`src/hw/rtl/pidclp_pkg.sv`:
```
package pidclp_pkg;

   // Field and register widths.
   localparam int unsigned GainWidth   = 16;
   localparam int unsigned InWidth     = 16;
   localparam int unsigned ErrWidth    = 17;
   localparam int unsigned DerWidth    = 18;
   localparam int unsigned IlimWidth   = 16;
   localparam int unsigned OlimWidth   = 15;
   localparam int unsigned CoeffWidth  = 9;
   localparam int unsigned OutWidth    = 16;
   localparam int unsigned FiltWidth   = 24;
   localparam int unsigned SumWidth    = 36;
   localparam int unsigned CsrIdxWidth = 3;
   localparam int unsigned CntWidth    = 5;

   // Last multiplier bit for signed PID terms and for unsigned filter weights.
   localparam logic [CntWidth-1:0] LastSignedBit   = 5'd17;
   localparam logic [CntWidth-1:0] LastUnsignedBit = 5'd8;

   // Filter weight of one (no filtering).
   localparam logic [CoeffWidth-1:0] CoeffOne = 9'd256;

   // Register indexes of the configuration port.
   typedef enum logic [CsrIdxWidth-1:0] {
      CSR_PROP_GAIN      = 3'd0,
      CSR_INTEG_GAIN     = 3'd1,
      CSR_DERIV_GAIN     = 3'd2,
      CSR_INTEGRAL_LIMIT = 3'd3,
      CSR_OUTPUT_LIMIT   = 3'd4,
      CSR_FILTER_COEFF   = 3'd5
   } csr_index_type;

   // Reset values of the registers.
   localparam logic [GainWidth-1:0]  PropGainReset  = 16'hF900;  // -7.0
   localparam logic [GainWidth-1:0]  IntegGainReset = 16'hF09A;  // -15.4
   localparam logic [GainWidth-1:0]  DerivGainReset = 16'h0000;
   localparam logic [IlimWidth-1:0]  IlimReset      = 16'd100;
   localparam logic [OlimWidth-1:0]  OlimReset      = 15'd8000;
   localparam logic [CoeffWidth-1:0] CoeffReset     = 9'd154;

   // Sequencer states.
   typedef enum logic [4:0] {
      ST_IDLE   = 5'b00001,
      ST_PREP   = 5'b00010,
      ST_MUL    = 5'b00100,
      ST_CLAMP  = 5'b01000,
      ST_FINISH = 5'b10000
   } state_type;

   // Product terms run through the shared serial multiplier.
   typedef enum logic [2:0] {
      TERM_PROP  = 3'd0,
      TERM_INTEG = 3'd1,
      TERM_DERIV = 3'd2,
      TERM_NEW   = 3'd3,
      TERM_OLD   = 3'd4
   } term_type;

endpackage

```
`src/hw/rtl/pid_with_clamp_and_output_lowpass.sv`:
```
// Positional PID rate controller with an anti-windup clamp on the integral and a
// first-order low-pass filter on the output. Each request beat carries a target and
// a measurement; the block returns one response beat with the filtered drive value,
// the clamped controller output and the error. All arithmetic is exact fixed point:
// gains are signed Q8.8, the filter weight is Q1.8 (values above 256 act as 256) and
// every right shift rounds toward minus infinity. The error is registered at the
// accepting edge; a prep step then updates the integral and derivative, three
// signed products of 18 bits each run on the multiplier, a clamp step scales and
// clamps the sum, two filter products of 9 bits each follow, and a finish step
// presents the response. The next request beat can be accepted while that
// response is presented. The single shift-and-add multiplier retires one
// multiplier bit per cycle and is shared by all five products. A finished response
// sits in the output register while the next request is accepted; the block holds
// off a new request while an item is in flight, and the finish step waits for as
// long as the previous response is still held in the output register. The user
// writes the configuration registers through the csr port only while the block is
// idle, and they take effect on the next item; the block itself does not enforce
// this.
module pid_with_clamp_and_output_lowpass (
   input  logic                                clock,
   input  logic                                reset,
   input  logic                                req_valid,
   output logic                                req_stall,
   input  logic signed [pidclp_pkg::InWidth-1:0]   req_target,
   input  logic signed [pidclp_pkg::InWidth-1:0]   req_measurement,
   output logic                                rsp_valid,
   input  logic                                rsp_stall,
   output logic signed [pidclp_pkg::OutWidth-1:0]  rsp_drive,
   output logic signed [pidclp_pkg::OutWidth-1:0]  rsp_pid_output,
   output logic signed [pidclp_pkg::ErrWidth-1:0]  rsp_error,
   input  logic                                csr_we,
   input  logic [pidclp_pkg::CsrIdxWidth-1:0]      csr_index,
   input  logic [pidclp_pkg::GainWidth-1:0]        csr_wdata
);
   import pidclp_pkg::*;

   // Configuration registers.
   logic signed [GainWidth-1:0] prop_gain_ff;
   logic signed [GainWidth-1:0] integ_gain_ff;
   logic signed [GainWidth-1:0] deriv_gain_ff;
   logic [IlimWidth-1:0]        integral_limit_ff;
   logic [OlimWidth-1:0]        output_limit_ff;
   logic [CoeffWidth-1:0]       filter_coeff_ff;

   // Controller state carried from item to item.
   logic signed [ErrWidth-1:0]  accum_ff,   accum_in;
   logic signed [ErrWidth-1:0]  prev_ff,    prev_in;
   logic signed [FiltWidth-1:0] filt_ff,    filt_in;

   // Per-item working registers.
   state_type                   state_ff,   state_in;
   term_type                    term_ff,    term_in;
   logic signed [ErrWidth-1:0]  err_ff,     err_in;
   logic signed [ErrWidth-1:0]  acc_ff,     acc_in;
   logic signed [DerWidth-1:0]  der_ff,     der_in;
   logic signed [OutWidth-1:0]  u_ff,       u_in;
   logic signed [SumWidth-1:0]  sum_ff,     sum_in;
   logic signed [SumWidth-1:0]  mcand_ff,   mcand_in;
   logic [DerWidth-1:0]         mplier_ff,  mplier_in;
   logic [CntWidth-1:0]         cnt_ff,     cnt_in;

   // Response register.
   logic                        rsp_valid_ff, rsp_valid_in;
   logic signed [OutWidth-1:0]  drive_ff,     drive_in;
   logic signed [OutWidth-1:0]  pid_out_ff,   pid_out_in;
   logic signed [ErrWidth-1:0]  rsp_err_ff,   rsp_err_in;

   // Combinational helpers.
   logic                        req_take;
   logic                        rsp_free;
   logic signed [DerWidth-1:0]  acc_sum;
   logic signed [DerWidth-1:0]  ilim_pos;
   logic signed [DerWidth-1:0]  ilim_neg;
   logic signed [ErrWidth-1:0]  acc_clamped;
   logic signed [SumWidth-9:0]  sum_scaled;
   logic signed [SumWidth-9:0]  olim_pos;
   logic signed [SumWidth-9:0]  olim_neg;
   logic signed [OutWidth-1:0]  u_clamped;
   logic [CoeffWidth-1:0]       c_eff;
   logic [CoeffWidth-1:0]       d_eff;
   logic                        term_signed;
   logic                        last_bit;
   logic signed [SumWidth-1:0]  sum_step;
   logic signed [FiltWidth-1:0] filt_new;

   assign req_take = req_valid && !req_stall;
   assign rsp_free = !rsp_valid_ff || !rsp_stall;

   // Only an idle sequencer takes a new request beat.
   assign req_stall = (state_ff != ST_IDLE);

   // Integral update with symmetric clamp.
   assign acc_sum  = {accum_ff[ErrWidth-1], accum_ff} + {err_ff[ErrWidth-1], err_ff};
   assign ilim_pos = {2'b00, integral_limit_ff};
   assign ilim_neg = -ilim_pos;
   always_comb begin
      if (acc_sum > ilim_pos) begin
         acc_clamped = ilim_pos[ErrWidth-1:0];
      end else if (acc_sum < ilim_neg) begin
         acc_clamped = ilim_neg[ErrWidth-1:0];
      end else begin
         acc_clamped = acc_sum[ErrWidth-1:0];
      end
   end

   // Scale the PID sum back by eight bits (floor) and clamp it to the output limit.
   assign sum_scaled = sum_ff[SumWidth-1:8];
   assign olim_pos   = {13'd0, output_limit_ff};
   assign olim_neg   = -olim_pos;
   always_comb begin
      if (sum_scaled > olim_pos) begin
         u_clamped = olim_pos[OutWidth-1:0];
      end else if (sum_scaled < olim_neg) begin
         u_clamped = olim_neg[OutWidth-1:0];
      end else begin
         u_clamped = sum_scaled[OutWidth-1:0];
      end
   end

   // Filter weights; a weight above one acts as one.
   assign c_eff = (filter_coeff_ff > CoeffOne) ? CoeffOne : filter_coeff_ff;
   assign d_eff = CoeffOne - c_eff;

   // Serial multiplier step. PID terms have a signed 18-bit multiplier whose top
   // bit carries negative weight; the filter weights are unsigned 9-bit values.
   assign term_signed = (term_ff == TERM_PROP) || (term_ff == TERM_INTEG) ||
                        (term_ff == TERM_DERIV);
   assign last_bit    = term_signed ? (cnt_ff == LastSignedBit) :
                                      (cnt_ff == LastUnsignedBit);
   always_comb begin
      if (!mplier_ff[0]) begin
         sum_step = sum_ff;
      end else if (term_signed && last_bit) begin
         sum_step = sum_ff - mcand_ff;
      end else begin
         sum_step = sum_ff + mcand_ff;
      end
   end

   // The filter sum is c*u*256 + (256-c)*y_prev; its floor by 256 is the new state.
   assign filt_new = sum_ff[FiltWidth+7:8];

   always_comb begin
      state_in     = state_ff;
      term_in      = term_ff;
      err_in       = err_ff;
      acc_in       = acc_ff;
      der_in       = der_ff;
      u_in         = u_ff;
      sum_in       = sum_ff;
      mcand_in     = mcand_ff;
      mplier_in    = mplier_ff;
      cnt_in       = cnt_ff;
      accum_in     = accum_ff;
      prev_in      = prev_ff;
      filt_in      = filt_ff;
      rsp_valid_in = rsp_valid_ff;
      drive_in     = drive_ff;
      pid_out_in   = pid_out_ff;
      rsp_err_in   = rsp_err_ff;

      if (rsp_valid_ff && !rsp_stall) begin
         rsp_valid_in = 1'b0;
      end

      unique case (state_ff)
         ST_IDLE: begin
            if (req_take) begin
               err_in   = {req_target[InWidth-1], req_target} -
                          {req_measurement[InWidth-1], req_measurement};
               state_in = ST_PREP;
            end
         end
         ST_PREP: begin
            acc_in    = acc_clamped;
            der_in    = {err_ff[ErrWidth-1], err_ff} - {prev_ff[ErrWidth-1], prev_ff};
            accum_in  = acc_clamped;
            prev_in   = err_ff;
            sum_in    = '0;
            term_in   = TERM_PROP;
            mcand_in  = {{(SumWidth-GainWidth){prop_gain_ff[GainWidth-1]}}, prop_gain_ff};
            mplier_in = {err_ff[ErrWidth-1], err_ff};
            cnt_in    = '0;
            state_in  = ST_MUL;
         end
         ST_MUL: begin
            sum_in    = sum_step;
            mcand_in  = mcand_ff <<< 1;
            mplier_in = mplier_ff >> 1;
            cnt_in    = cnt_ff + 5'd1;
            if (last_bit) begin
               cnt_in = '0;
               unique case (term_ff)
                  TERM_PROP: begin
                     term_in   = TERM_INTEG;
                     mcand_in  = {{(SumWidth-GainWidth){integ_gain_ff[GainWidth-1]}},
                                  integ_gain_ff};
                     mplier_in = {acc_ff[ErrWidth-1], acc_ff};
                  end
                  TERM_INTEG: begin
                     term_in   = TERM_DERIV;
                     mcand_in  = {{(SumWidth-GainWidth){deriv_gain_ff[GainWidth-1]}},
                                  deriv_gain_ff};
                     mplier_in = der_ff;
                  end
                  TERM_DERIV: begin
                     state_in = ST_CLAMP;
                  end
                  TERM_NEW: begin
                     term_in   = TERM_OLD;
                     mcand_in  = {{(SumWidth-FiltWidth){filt_ff[FiltWidth-1]}}, filt_ff};
                     mplier_in = {9'd0, d_eff};
                  end
                  TERM_OLD: begin
                     state_in = ST_FINISH;
                  end
                  default: begin
                     state_in = ST_IDLE;
                  end
               endcase
            end
         end
         ST_CLAMP: begin
            // Start the filter with the new output weighted by c, in Q.8.
            u_in      = u_clamped;
            sum_in    = '0;
            term_in   = TERM_NEW;
            mcand_in  = {{(SumWidth-OutWidth-8){u_clamped[OutWidth-1]}}, u_clamped, 8'd0};
            mplier_in = {9'd0, c_eff};
            cnt_in    = '0;
            state_in  = ST_MUL;
         end
         ST_FINISH: begin
            // Wait here until the response register is free.
            if (rsp_free) begin
               filt_in      = filt_new;
               drive_in     = filt_new[FiltWidth-1:8];
               pid_out_in   = u_ff;
               rsp_err_in   = err_ff;
               rsp_valid_in = 1'b1;
               state_in     = ST_IDLE;
            end
         end
         default: begin
            state_in = ST_IDLE;
         end
      endcase
   end

   always_ff @(posedge clock) begin
      if (reset) begin
         state_ff     <= ST_IDLE;
         term_ff      <= TERM_PROP;
         cnt_ff       <= '0;
         rsp_valid_ff <= 1'b0;
         accum_ff     <= '0;
         prev_ff      <= '0;
         filt_ff      <= '0;
      end else begin
         state_ff     <= state_in;
         term_ff      <= term_in;
         cnt_ff       <= cnt_in;
         rsp_valid_ff <= rsp_valid_in;
         accum_ff     <= accum_in;
         prev_ff      <= prev_in;
         filt_ff      <= filt_in;
      end
   end

   always_ff @(posedge clock) begin
      err_ff     <= err_in;
      acc_ff     <= acc_in;
      der_ff     <= der_in;
      u_ff       <= u_in;
      sum_ff     <= sum_in;
      mcand_ff   <= mcand_in;
      mplier_ff  <= mplier_in;
      drive_ff   <= drive_in;
      pid_out_ff <= pid_out_in;
      rsp_err_ff <= rsp_err_in;
   end

   // Configuration registers; unknown indexes are ignored.
   always_ff @(posedge clock) begin
      if (reset) begin
         prop_gain_ff      <= PropGainReset;
         integ_gain_ff     <= IntegGainReset;
         deriv_gain_ff     <= DerivGainReset;
         integral_limit_ff <= IlimReset;
         output_limit_ff   <= OlimReset;
         filter_coeff_ff   <= CoeffReset;
      end else if (csr_we) begin
         unique case (csr_index)
            CSR_PROP_GAIN:      prop_gain_ff      <= csr_wdata;
            CSR_INTEG_GAIN:     integ_gain_ff     <= csr_wdata;
            CSR_DERIV_GAIN:     deriv_gain_ff     <= csr_wdata;
            CSR_INTEGRAL_LIMIT: integral_limit_ff <= csr_wdata;
            CSR_OUTPUT_LIMIT:   output_limit_ff   <= csr_wdata[OlimWidth-1:0];
            CSR_FILTER_COEFF:   filter_coeff_ff   <= csr_wdata[CoeffWidth-1:0];
            default: begin
            end
         endcase
      end
   end

   assign rsp_valid      = rsp_valid_ff;
   assign rsp_drive      = drive_ff;
   assign rsp_pid_output = pid_out_ff;
   assign rsp_error      = rsp_err_ff;

   // An accepted request always moves on to the integral update.
   a_take_to_prep: assert property (@(posedge clock) disable iff (reset)
      req_take |=> (state_ff == ST_PREP))
      else $error("accepted request did not start the integral update");

   // A new response beat appears only out of the finish step.
   a_rsp_from_finish: assert property (@(posedge clock) disable iff (reset)
      $rose(rsp_valid_ff) |-> ($past(state_ff) == ST_FINISH))
      else $error("response raised outside the finish step");

   // Leaving the finish step always presents a response.
   a_finish_presents: assert property (@(posedge clock) disable iff (reset)
      (state_ff == ST_FINISH) && rsp_free |=> rsp_valid_ff && (state_ff == ST_IDLE))
      else $error("finish step did not present a response");

   // The bit counter never runs past the last multiplier bit.
   a_cnt_range: assert property (@(posedge clock) disable iff (reset)
      (state_ff == ST_MUL) |-> (cnt_ff <= LastSignedBit))
      else $error("multiplier bit counter out of range");

endmodule

```
`config.mk`:
```
export PLATFORM = sky130hd
export DESIGN_NAME = pid_with_clamp_and_output_lowpass
export DESIGN_NICKNAME = d
export VERILOG_FILES = /design/src/hw/rtl/pidclp_pkg.sv /design/src/hw/rtl/pid_with_clamp_and_output_lowpass.sv
export SDC_FILE = /design/constraint.sdc
export NUM_CORES = 1
export LEC_CHECK = 0
export ABC_CLOCK_PERIOD_IN_PS = 15400
export BUFFER_PORTS_ARGS = -buffer_cell sky130_fd_sc_hd__buf_2
export CELL_PAD_IN_SITES_DETAIL_PLACEMENT = 0
export CELL_PAD_IN_SITES_GLOBAL_PLACEMENT = 2
export CORE_UTILIZATION = 42
export CTS_CLUSTER_DIAMETER = 50
export DETAILED_ROUTE_END_ITERATION = 7
export PLACE_DENSITY_LB_ADDON = 0.15
export SYNTH_ARGS = -nofsm -noshare
export SYNTH_HDL_FRONTEND = slang
export SYNTH_SLANG_ARGS = --single-unit
```
`constraint.sdc`:
```
create_clock -name clock -period 15.4 [get_ports clock]
set_clock_uncertainty 0.2 [all_clocks]
set_input_delay 3.08 -clock clock [delete_from_list [all_inputs] [get_ports clock]]
set_output_delay 3.08 -clock clock [all_outputs]
set_load 0.01 [all_outputs]
```
==> summary.txt, run 1 <==
Status
  • Result of the run: completed

Setup path
  • Crit path cell chain: or3_1 -> or4_4 -> nand2b_4 -> or3_4 -> or3_1 -> nor3_4 -> ha_1 -> nand4_1 -> nor3_1 -> o211ai_1 -> a31oi_1 -> nor3b_1 -> a2bb2oi_2 -> mux2i_1 -> a211oi_2 -> nand2_1
  • Reg-to-reg setup timing slack: 9.51 ns
  • WP buf/inv: 0
  • Worst path max stage delay: 0.82 ns
  • R2R cell count: 16
  • CP max stage cell: a211oi_2
  • Worst setup path end: mcand_ff[32]
  • Most frequent CP cell: or3_1
  • Crit-path max FO: 16
  • WP data required: 15.50 ns
  • Crit Path Class: reg2reg
  • Worst setup SP type: flip-flop
  • WP depth: 16
  • Worst r2r dst: mcand_ff[32]
  • Crit path from: output_limit_ff[2]
  • CP Capture Type: flip-flop
  • Crit path max-delay family: simple AND/OR/NAND/NOR gates
  • Worst R2R Start: output_limit_ff[2]
  • Crit path DAT: 6.00 ns

GRT
  • Tot GR Track Use: 25.30%
  • Largest net degree at the start of global routing: 95
  • GR Overflow Total: 0
  • Number of global-route vias before repair: 18180
  • Initial antenna violation count: 0
  • First-pass GRT wire length: 105400 µm

Synth
  • Post-Syn Instances: 2540
  • Top cells by area, synth: edfxtp_1, dfxtp_1, ha_1
  • Top FF cell, synth: edfxtp_1
  • Mux cell area share after synthesis: 2.286%
  • Post-synth EDFFs: 207
  • Post-Syn Nets: 2765
  • Largest area contributor in the netlist: edfxtp_1
  • Synth Area in Simple Gates: 18.50%
  • Largest family of logic cells by synthesized area: simple AND/OR/NAND/NOR gates
  • Cell area after synthesis: 22390 µm²
  • Ys async rst share: 0%
  • Synth top area share: 27.77%
  • Adder-cell share of the synthesized area: 9.580%
  • Register bit total from synthesis: 367
  • Synth Area in Compound Gates: 17.91%
  • Ys Warns: 0
  • Mean area per synthesized cell: 8.813 µm²
  • Synth unique cells: 75
  • XOR/XNOR Fraction of Synth Area: 5.438%
  • Seq/Total Area, Yosys: 42.08%

Finish
  • Layout area overhead: 12.54%
  • # fillers: 5091
  • Commonest non-fill, non-tap cells in the layout: nand2_1, a21oi_1, edfxtp_1, nor2_1, ha_1
  • Final layout net count: 2824
  • Layout cell share with drive strength beyond 1: 9.621%
  • N_diodes: 0
  • Layout Utilization: 47.84%
  • FF/Latch Area: 9420 µm²
  • Multi-input gate area in the final layout: 12040 µm²
  • Most common cell after layout, fill and taps aside: nand2_1

Routing
  • WL final: 68140 µm
  • Vias: 18727
  • Iter 0 DRT Violations: 1268
  • Via density: 5.627
  • DRC: 0
  • Antenna Nets Post-Route: 0
  • Pre-Repair DR Iteration Count: 8
  • WL/cell: 20.47 µm

Clock network
  • Max clock buf depth: 3
  • Worst-path clk slew: 0.06 ns
  • Inserted Clock Buffers: 49
  • Post CTS Setup Buffer Count: 0
  • Worst-skew pair later-pin latency: 0.60 ns
  • CTS tree: built
  • Sink Count: 367
  • Resize count post-CTS: 0
  • H-tree depth: 2
  • Post-CTS Hold Fix Bufs: 0
  • Clock root cell: clkbuf_16

Timing
  • Max Fclk: 0.1697 GHz
  • Final setup viols: 0
  • Tcrit/Tclk final: 38.27%
  • Worst-Margin Slew: 1.203 ns
  • Final setup margin: 9.507 ns
  • Final hold violation count: 0
  • Setup TNS: 0 ns
  • Max-Slew Margin vs Limit: 19.47%
  • Max-slew violations: 0
  • RSZ-0062 raised after global routing: no
  • Fin crit period: 5.893 ns

Worst hold path
  • Hold Path Depth: 0
  • Hold Path Class: reg2reg

Die
  • Starting Density: 42.51%
  • Die Area: 54230 µm²
  • Die height: 232.9 µm
  • Core ar.: 52660 µm²
  • Ports: 107
  • Die width: 232.9 µm
  • Rows: 84

Place
  • Post-DP HPWL: 49620 µm
  • Post-Place Worst Slack: 9.453 ns
  • GPL Wtd Cong: 0.8677
  • # port buffers: 106

Pwr
  • Worst IR Drop VDD: 0.08109 mV
  • Cell Pwr Density: 148.9 nW/µm²
  • Lkg Pwr: 9.719 nW

Run
  • Max-cap violations: 0
==> Yosys cell counts (all sizes together) (37+ instances only) <==
cell,number
xnor2,97
edfxtp,207
nand2,443
ha,165
nor2,177
nand3,43
inv,122
a22oi,37
o21ai,132
dfxtp,160
xor2,42
nor3,80
a21oi,276
clkbuf,109
==> worst register-to-register path, stage by stage (launching register included) <==
cell	delay, ns
dfxtp_1	0.39
or3_1	0.44
or4_4	0.49
nand2b_4	0.18
or3_4	0.37
or3_1	0.51
nor3_4	0.24
ha_1	0.18
nand4_1	0.13
nor3_1	0.23
o211ai_1	0.12
a31oi_1	0.20
nor3b_1	0.09
a2bb2oi_2	0.64
mux2i_1	0.24
a211oi_2	0.82
nand2_1	0.12
==> report_power, final <==
group / leakage, nW / internal, mW / switching, mW / total (mW)
Sequential: 3.15 / 1.22 / 0.124 / 1.34
Combinational: 5.75 / 0.465 / 0.754 / 1.22
Clock: 0.816 / 0.724 / 0.468 / 1.19
==> state kept, by name, summed over array words and instances (netlist names), 16 cells and up <==
signal / flops
der_ff: 18
mplier_ff: 18
deriv_gain_ff: 16
prop_gain_ff: 16
integ_gain_ff: 16
u_ff: 16
rsp_error: 17
rsp_pid_output: 16
accum_ff: 17
mcand_ff: 36
filt_ff: 24
err_ff: 17
integral_limit_ff: 16
sum_ff: 36
rsp_drive: 16
prev_ff: 17
acc_ff: 17
==> metrics by stage <==
step	power [mW]	cells	hold slack (ns)	area (µm²)
finish	3.752	3328	0.2187	25190
global route	3.978	3328	0.2237	25190
CTS	3.784	3328	0.2188	25190
detailed placement	2.577	3236	0.2045	23490
global placement	2.559	3236	0.2013	23490
floorplan	2.206	2540	0.2003	22390
==> kinds of logic (layout without fill, tap and decap cells) <==
| family | count (synthesis) | after routing |
|---|---|---|
| adders and majority gates | 169 | 169 |
| and+or+nand+nor | 916 | 916 |
| buffers and inverters | 244 | 344 |
| DFF | 367 | 367 |
| xor gates and xnor gates | 139 | 139 |
| AOI/OAI and AO/OA | 656 | 656 |
| muxes | 49 | 49 |
==> metal layers <==
metal	routed length (µm)	up-vias	global-route usage, %
met1	28370	8916	30.57
met4	2717	0	10.85
met3	2676	135	2.868
li1	-	9254	-
met2	34380	422	45.12
met5	0	-	0
==> cell type report <==
class / instances / area share [%]
Multi-Input combinational cell: 1929 / 47.79
Tap cell: 688 / 3.417
Clock inverter: 35 / 1.649
Inverter: 123 / 1.833
Clock buffer: 57 / 5.111
Timing Repair Buffer: 129 / 2.801
Sequential cell: 367 / 37.39
==> worst min path at each step <==
stage / start / to / slack (ns)
3_3_place_gp: u_ff[11] / rsp_pid_output[11] / 0.20
2_1_floorplan: u_ff[0] / rsp_pid_output[0] / 0.20
4_1_cts: u_ff[12] / rsp_pid_output[12] / 0.22
5_1_grt: u_ff[5] / rsp_pid_output[5] / 0.22
6_report: u_ff[12] / rsp_pid_output[12] / 0.22
3_5_place_dp: u_ff[12] / rsp_pid_output[12] / 0.20
Note: power is estimated with default switching activity, not from simulation.
==> inputs of run 2 (changes only) <==
Settings changed: ABC_CLOCK_PERIOD_IN_PS 15400 to 5080, CORE_UTILIZATION 42 to 35.
Clock period 15.4 ns to 5.08 ns, I/O delays scaled along.
==> run 2 against run 1 <==
Global-route usage is 3.2 points lower. Sequential cell count unchanged. Largest cell class unchanged. Wire length is 6.0% higher. Largest power group is now combinational logic.
==> summary.txt, run 2 (synthesized netlist as in run 1, its figures left out) <==
Clock network
  • Clock root cell: clkbuf_16
  • Sink Count: 367
  • Worst-path clk slew: 0.06 ns
  • CTS tree: built
  • H-tree depth: 2
  • Max clock buf depth: 3
  • Worst-skew pair later-pin latency: 0.61 ns
  • Inserted Clock Buffers: 55

Setup path
  • WP data required: 5.23 ns
  • Crit path cell chain: or3_1 -> or4_4 -> nand2b_4 -> or3_4 -> or3_4 -> nor3_1 -> ha_1 -> a21o_1 -> a21o_1 -> a21oi_1 -> o221ai_1 -> o21ai_0 -> a2bb2oi_2 -> buf_4 -> and2_4 -> a222oi_1 -> o21ai_0
  • Worst setup SP type: flip-flop
  • Crit-path max FO: 11
  • CP Capture Type: flip-flop
  • Crit Path Class: reg2reg
  • Worst path max stage delay: 0.45 ns
  • CP max stage cell: or4_4
  • Crit path from: output_limit_ff[0]
  • Crit path DAT: 5.00 ns
  • Worst R2R Start: output_limit_ff[0]

Die
  • Die height: 254.9 µm
  • Core ar.: 63080 µm²
  • Die width: 254.9 µm
  • Ports: 107
  • Die Area: 64970 µm²
  • Starting Density: 35.49%
  • Rows: 92

Pwr
  • Seq pwr share: 34.4%
  • Logic pwr share: 34.7%
  • Lkg Pwr: 10.17 nW
  • Cell Pwr Density: 448.2 nW/µm²
  • Sw Share: 36.33%
  • Clk pwr share: 30.9%
  • Total Power: 11.75 mW
  • Switch Pwr: 4.269 mW
  • Worst IR Drop VDD: 0.3126 mV
  • Internal power: 7.481 mW

Finish
  • Final layout net count: 2905
  • Final non-filler cell area: 26220 µm²
  • # fillers: 6471
  • Layout cell share with drive strength beyond 1: 13.79%
  • Layout area overhead: 17.11%
  • N_diodes: 0
  • Commonest non-fill, non-tap cells in the layout: nand2_1, a21oi_1, edfxtp_1, nor2_1, ha_1
  • Most common cell after layout, fill and taps aside: nand2_1
  • Largest regs: mcand_ff: 36 flops, sum_ff: 36 flops, filt_ff: 24 flops

Timing
  • Tcrit/Tclk final: 95.56%
  • Fin crit period: 4.854 ns
  • Final hold violation count: 0
  • Worst-Margin Slew: 1.159 ns
  • Final setup margin: 0.2257 ns
  • Max-slew violations: 0
  • Max-Slew Margin vs Limit: 22.46%
  • Final setup viols: 0
  • Max Fclk: 0.2060 GHz

Place
  • # port buffers: 106
  • GPL Wtd Cong: 0.8752
  • Post-DP HPWL: 53260 µm
  • Post-Place Worst Slack: -0.08139 ns
  • Placed cell area: 24250 µm²

Routing
  • Vias: 19014
  • Antenna Nets Post-Route: 0
  • WL/cell: 20.21 µm
  • DRC: 0
  • Pre-Repair DR Iteration Count: 7
  • WL final: 72200 µm
  • Iter 0 DRT Violations: 938
  • Via density: 5.322

Run
  • Max-cap violations: 0

GRT
  • Number of global-route vias before repair: 18331
  • First-pass GRT wire length: 109600 µm
  • GR Overflow Total: 0
  • Tot GR Track Use: 22.09%
  • Initial antenna violation count: 0
  • Largest net degree at the start of global routing: 106

Worst hold path
  • Hold_sp: u_ff[4]
  • Hold Path Class: reg2reg

Status
  • Result of the run: completed
run 2: changes by cell type in the layout (fill, tap and decap cells not counted), sizes merged:
cell	delta
inv	+3
clkinvlp	+2
clkbuf	+15
buf	+74
bufinv	-7
clkinv	-1
or3	+1
run 2: cell type report:
type | instances | area (µm²) | area share (%)
multi-input cells | 1930 | 12230 | 46.67
flip-flops and latches | 367 | 9420 | 35.93
clock buffers | 72 | 1511 | 5.765
repair buffers | 203 | 1286 | 4.906
well taps | 846 | 1059 | 4.038
inverters | 123 | 461.7 | 1.761
clock inverters | 32 | 244.0 | 0.9307
run 2: critical path: cells and delay by family (launching register included):
family	cells	cell delay (ns)
simple gates	7	2.23
compound gates	8	1.33
flops	1	0.34
fa+ha+maj	1	0.28
buf+inv	1	0.19
run 2: power groups by stage:
stage | Clock [mW] | Combinational (mW) | Sequential, mW
floorplan | 0 | 2.76 | 3.92
global route | 3.83 | 4.58 | 4.07
finish | 3.63 | 4.08 | 4.04
detailed placement | 0 | 4.00 | 4.12
CTS | 3.72 | 4.03 | 4.06
global placement | 0 | 3.96 | 4.12
run 2: timing repair:
item / 4_1_cts / 5_1_grt
setup endpoints to repair: 20 / 73
buffers inserted: 0 / 2
resized for setup: 4 / 40
pin swaps: 0 / 11
gates cloned: 0 / 1
hold buffers: 0 / 0
run 2: final timing paths:
kind / to / slack, ns / cells past startpoint
max: mcand_ff[12] / 0.23 / 17
max reg2reg: mcand_ff[12] / 0.23 / 17
min: rsp_pid_output[4] / 0.22 / 0
min reg2reg: rsp_pid_output[4] / 0.22 / 0
run 2: stage by stage:
step           util, %  instances  hold WS (ns)  setup TNS, ns
2_1_floorplan        -       2540        0.2003              0
3_3_place_gp     38.45       3466        0.2015       -0.01716
3_5_place_dp     38.45       3466        0.2045        -0.2097
4_1_cts          41.25       3570        0.2191              0
5_1_grt          41.56       3573        0.2246       -0.01078
6_report         41.56       3573        0.2154              0
run 2: metal layers:
metal / routed length, µm / vias to the layer above / part of all wire, % / global-route usage (%)
met5: 0 / - / 0 / 0
li1: - / 9406 / - / -
met1: 30360 / 9126 / 42 / 26.55
met3: 2189 / 113 / 3.0 / 2.237
met2: 37350 / 369 / 52 / 40.86
met4: 2298 / 0 / 3.2 / 7.169
